[src/rtl/rwc_pkg.sv]
package rwc_pkg;

    localparam int PIX_W = 24;
    localparam int NUM_TAPS = 9;

    typedef enum logic [2:0] {
        REG_IMG_WIDTH = 3'd0,
        REG_IMG_HEIGHT = 3'd1,
        REG_KERNEL_SIZE = 3'd2,
        REG_COEF_LOW = 3'd3,
        REG_COEF_MID = 3'd4,
        REG_COEF_LAST = 3'd5
    } t_reg_idx;

    typedef logic [PIX_W-1:0] t_pix;

endpackage

[src/rtl/rwc_lane.sv]
module rwc_lane #(
    parameter int FRAC = 12
) (
    input  logic                  i_clk,
    input  logic                  i_en,
    input  logic [8:0][7:0]       i_px,
    input  logic [8:0][15:0]      i_coef,
    input  logic [8:0]            i_mask,
    output logic [7:0]            o_val
);
    import rwc_pkg::*;

    logic signed [24:0] r_prod [9];
    logic signed [29:0] n_sum;
    logic signed [29:0] r_sum;

    always_ff @(posedge i_clk) begin
        if (i_en) begin
            for (int t = 0; t < NUM_TAPS; t++) begin
                r_prod[t] <= i_mask[t]
                    ? 25'($signed({1'b0, i_px[t]})) * 25'($signed(i_coef[t])) : 25'sd0;
            end
        end
    end

    always_comb begin
        n_sum = '0;
        for (int t = 0; t < NUM_TAPS; t++) begin
            n_sum = n_sum + 30'(r_prod[t]);
        end
    end

    always_ff @(posedge i_clk) begin
        if (i_en) begin
            r_sum <= n_sum;
        end
    end

    logic [29:0] w_shift;
    assign w_shift = 30'(r_sum) >> FRAC;

    always_comb begin
        if (r_sum < 0) begin
            o_val = 8'd0;
        end else if (w_shift > 30'd255) begin
            o_val = 8'd255;
        end else begin
            o_val = w_shift[7:0];
        end
    end
endmodule

[config.mk]
export PLATFORM = sky130hd
export DESIGN_NAME = rwc_lane
export DESIGN_NICKNAME = d
export VERILOG_FILES = /design/src/rtl/rwc_pkg.sv /design/src/rtl/rwc_lane.sv
export SDC_FILE = /design/constraint.sdc
export NUM_CORES = 2
export LEC_CHECK = 0
export ABC_AREA = 1
export BUFFER_PORTS_ARGS = -buffer_cell sky130_fd_sc_hd__buf_2
export CORE_MARGIN = 4
export CORE_UTILIZATION = 70
export DETAILED_ROUTE_END_ITERATION = 10
export PLACE_DENSITY = 0.93
export RECOVER_POWER = 25
export SLEW_MARGIN = 20
export SYNTH_ARGS = -nofsm -noshare
export SYNTH_HDL_FRONTEND = slang
export SYNTH_SLANG_ARGS = --single-unit
[constraint.sdc]
create_clock -name i_clk -period 15.1 [get_ports i_clk]
set_input_delay 3.02 -clock i_clk [delete_from_list [all_inputs] [get_ports i_clk]]
set_output_delay 3.02 -clock i_clk [all_outputs]
set_load 0.01 [all_outputs]
# --- Yosys cells after proc, flatten, opt, wreduce, memory -nomap -nowiden ---
# Memories as Yosys holds them, arrays and structs flattened.
# Index checks and enable logic that the tools add are counted.
classes:
  mul: 9
  n_mux: 13
  n_addsub: 8
  n_lt_le_gt_ge: 2
op_table:
  columns: ["op", "count"]
  rows:
  - ["multiplier 9 x 16 -> 25 bit", 9]
  - ["2-to-1 mux 25 bit", 9]
  - ["adder 30 x 25 -> 30 bit", 3]
  - ["adder 29 x 25 -> 30 bit", 1]
  - ["less-than comparator 30 x 1 -> 1 bit (second input constant)", 1]
  - ["adder 28 x 25 -> 29 bit", 1]
  - ["adder 27 x 25 -> 28 bit", 1]
  - ["adder 26 x 25 -> 27 bit", 1]
  - ["adder 25 x 25 -> 26 bit", 1]
  - ["greater-than comparator 18 x 8 -> 1 bit (second input constant)", 1]
  - ["2-to-1 mux 8 bit", 2]
  - ["2-to-1 mux 1 bit", 2]
totals:
  ff_bits: 30
  mem_bits_rw: 225
  input_bits: 227
  memories: 1
  elab_cells: 34
mem_list:
  columns: ["memory", "words", "word_bits", "read_ports", "rd_clocked_by_memory_dff", "wr", "line", "text"]
  rows:
  - ["r_prod", 9, 25, 9, 0, 9, "rwc_lane.sv:13", "logic signed [24:0] r_prod [9];"]

# --- Longest topological paths before layout ---
# An unclocked memory read counts as a cell.
logic_depth:
  word_depth: 9
  mapped_depth: 24
  mapped_depth_nobuf: 22

# --- Worst setup path after synthesis ---
# Ideal clock, no wire load.
synth_path:
  path_kind: "input to register"
  start: "in i_px[26] in the netlist's numbering"
  end: "mem r_prod[3][22], in the netlist r_prod[0][97], data pin"
  path_slack_ns: 7.972
  setup_time_ns: 0.255
  arrival_time_ns: 6.873
  required_ns: 14.845
  path_stages: 18
  cell_sequence: "clkbuf_1 -> clkbuf_1 -> nand2_1 -> fa_1 -> inv_1 -> fa_1 -> inv_1 -> fa_1 -> fa_1 -> inv_1 -> ha_1 -> nand2_1 -> nor2_1 -> nand2_1 -> o21bai_1 -> nor2_1 -> a21oi_1 -> nor2_1"
synth_lines:
  columns: ["item", "line", "text"]
  rows:
  - ["start, declared", "rwc_lane.sv:6", "input logic [8:0][7:0] i_px,"]
  - ["end, declared", "rwc_lane.sv:13", null]

==> metrics.yaml <==
detailed_routing:
  vias: 49650
  initialDrtViolationCount: 4199
  drt.antenna.violating_nets: 0
  vias_per_cell: 5.353
  drc: 0
  wl_per_cell_um: 16.10
  drt_wl_total_um: 149300
  drt_pass1_iterations: 6
sta:
  hold_ws_ns: 1.332
  max_slew_margin: -2.002
  finalMaxSlewViolations: 165
  tightestPinTransition_ns: 4.503
  final_min_period_over_clock_period: 0.6169
  finalHoldViolations: 0
  layout_setup_ws_ns: 5.785
  setup_viol_count_final: 0
  finalSetupTns_ns: 0
  max_freq_mhz: 107.4
  unrepaired_setup_endpoints_after_global_routing: "false"
  fin_skew_ns: 0.02284
  final.min_clock_period_ns: 9.315
yosys:
  synthesis.area_mm2: 0.06082
  ys_dominant_reg_cell: "sky130_fd_sc_hd__edfxtp_1"
  ys_async_sr_fraction: 0
  mappedNetlistNets: 9950
  cells_after_synthesis: 8151
  yosysUniqueCellTypes: 42
  syn_area_per_cell_um2: 7.461
  synth_enable_flop_cells: 243
  synth_seq_area_share: 0.1200
  yosysWarningCount: 0
  ys_seq_elements: 243
setup_path:
  worst_ep_required_time_ns: 15.16
  critical_path.n_buffers_inverters: 2
  critical_path.startpoint_type: "input port"
  cp_cell_sequence: "clkbuf_1, clkbuf_1"
  timing.critical_path.arrival_ns: 9.38
  critical_path.slowest_cell: "sky130_fd_sc_hd__clkbuf_1"
  crit_path_kind: "input port to flip-flop"
  reg2reg_setup_slack_ns: 10.59
  crit_path_max_fanout: 83
  cp_top_family: "buffers and inverters"
  cp_dominant_cell_by_count: "sky130_fd_sc_hd__clkbuf_1"
  cp-end-kind: "flip-flop"
  slowest_delay_ns: 3.13
floorplanning:
  die_area_mm2: 0.09166
  core_mm2: 0.08568
  initial_utilization: 0.7098
  core_rows: 107
  fp.dieH_um: 302.8
  io-pin-count: 235
  floorplan.die.width_um: 302.8
clocking:
  number_of_cts_inserted_buffers: 26
  path_clk_slew_ns: 0.06
  clk_root_buffer_cell: "sky130_fd_sc_hd__clkbuf_16"
  cts.sink_count: 243
  postCtsResizedCells: 0
  cts_tree: "done"
  holdBufCountCts: 0
  post_cts_buffers: 0
  clock_path_buffers: 3
  ctsHtreeMaxLevel: 1
  worst_skew_pair.late_latency_ns: 0.56
cells_and_area:
  design_area_final_mm2: 0.06315
  nNetsFinal: 9908
  share_of_post_route_cells_with_drive_strength_above_1: 0.04491
  area.growth.synth_to_final_pct: 3.831
global_route:
  grt_max_degree: 84
  first_global_vias: 51890
  grt_pass1_wl_um: 249700
  globalRouteTotalUtil: 0.3378
  overflow: 0
  antenna_violations_before_repair: 4
placement:
  placed_area_mm2: 0.06225
  post_detailed_placement_half_perimeter_wirelength_um: 128700
  gp_congestion: 1.023
  dp_slack_ns: 7.665
  numPortBuffers: 234
run_status:
  run_status: "complete, but fails checks"
  failing_checks: "capacitance limit, slew limit"
worst_hold_path:
  min_path_type: "flip-flop to flip-flop"
flow_run:
  drv_cap: 2
placed cells by master (no fill, tap or decap), drive strengths merged, types with 3 or more instances in the layout:
| cell | n |
|---|---|
| xor2 | 28 |
| fa | 1095 |
| ha | 477 |
| o22ai | 3 |
| o21ai | 159 |
| buf | 216 |
| bufinv | 7 |
| a21o | 14 |
| nand3 | 193 |
| o21bai | 15 |
| o21a | 22 |
| a211oi | 6 |
| nor3 | 25 |
| inv | 2675 |
| nand4 | 29 |
| nor4 | 13 |
| nor2 | 415 |
| edfxtp | 243 |
| xnor2 | 16 |
| nand2 | 2099 |
| clkbuf | 49 |
| clkinv | 10 |
| a21oi | 302 |
| and2 | 11 |
logic make-up after synthesis:
logic type	after synthesis	synth area share
compound gates	523	0.04652
buf+inv	2981	0.1847
flops	243	0.1200
simple gates	2788	0.1839
fa+ha+maj	1572	0.4586
xor+xnor	44	0.006337
final timing paths:
check	from	to	cells past startpoint
setup / recovery	i_en	r_prod[0][0]	2
hold / removal	r_prod[1][75]	r_sum[19]	7
setup reg to reg	r_prod[0][18]	r_sum[21]	14
hold reg to reg	r_prod[1][75]	r_sum[19]	7
final cells by class:
type,count,area [um2]
Clock buffer,29,661.9
Tap cell,1144,1431
Inverter,2675,10040
Multi-Input combinational cell,4927,42280
Timing Repair Buffer,236,1159
Clock inverter,18,270.3
Sequential cell,243,7297
Fill cell,6195,22540
Antenna cell,2,5.005
registers in the layout (all words and copies together) (netlist names):
signal	cells
r_prod	225
r_sum	18
routing by layer:
layer,vias up,track usage,part of all wire
met5,-,0,0.00026
li1,23090,-,-
met4,6,0.1560,0.058
met3,543,0.04107,0.071
met1,23850,0.4141,0.37
met2,2158,0.6000,0.51
Yosys cell counts (23+ instances only):
cell type / count / area [um2]
sky130_fd_sc_hd__inv_1: 2650 / 9947
sky130_fd_sc_hd__nand2_1: 2076 / 7792
sky130_fd_sc_hd__fa_1: 1095 / 21920
sky130_fd_sc_hd__ha_1: 477 / 5968
sky130_fd_sc_hd__nor2_1: 388 / 1456
sky130_fd_sc_hd__a21oi_1: 300 / 1501
sky130_fd_sc_hd__clkbuf_1: 271 / 1017
sky130_fd_sc_hd__edfxtp_1: 243 / 7297
sky130_fd_sc_hd__nand3_1: 181 / 905.9
sky130_fd_sc_hd__o21ai_0: 147 / 735.7
sky130_fd_sc_hd__clkbuf_2: 30 / 150.1
sky130_fd_sc_hd__nand4_1: 29 / 181.4
sky130_fd_sc_hd__xor2_1: 28 / 245.2
sky130_fd_sc_hd__inv_2: 25 / 93.84
sky130_fd_sc_hd__nand2_2: 23 / 143.9
per-stage QoR:
| step | std cells | utilization |
|---|---|---|
| detailed placement | 9225 | 0.7265 |
| CTS | 9272 | 0.7374 |
| floorplan | 8151 | - |
| global route | 9273 | 0.7369 |
| global placement | 9225 | 0.7265 |
| finish | 9274 | 0.7370 |
Power is not shown: default switching activity piles up to over one toggle a cycle in this logic, so the estimate is an artifact.
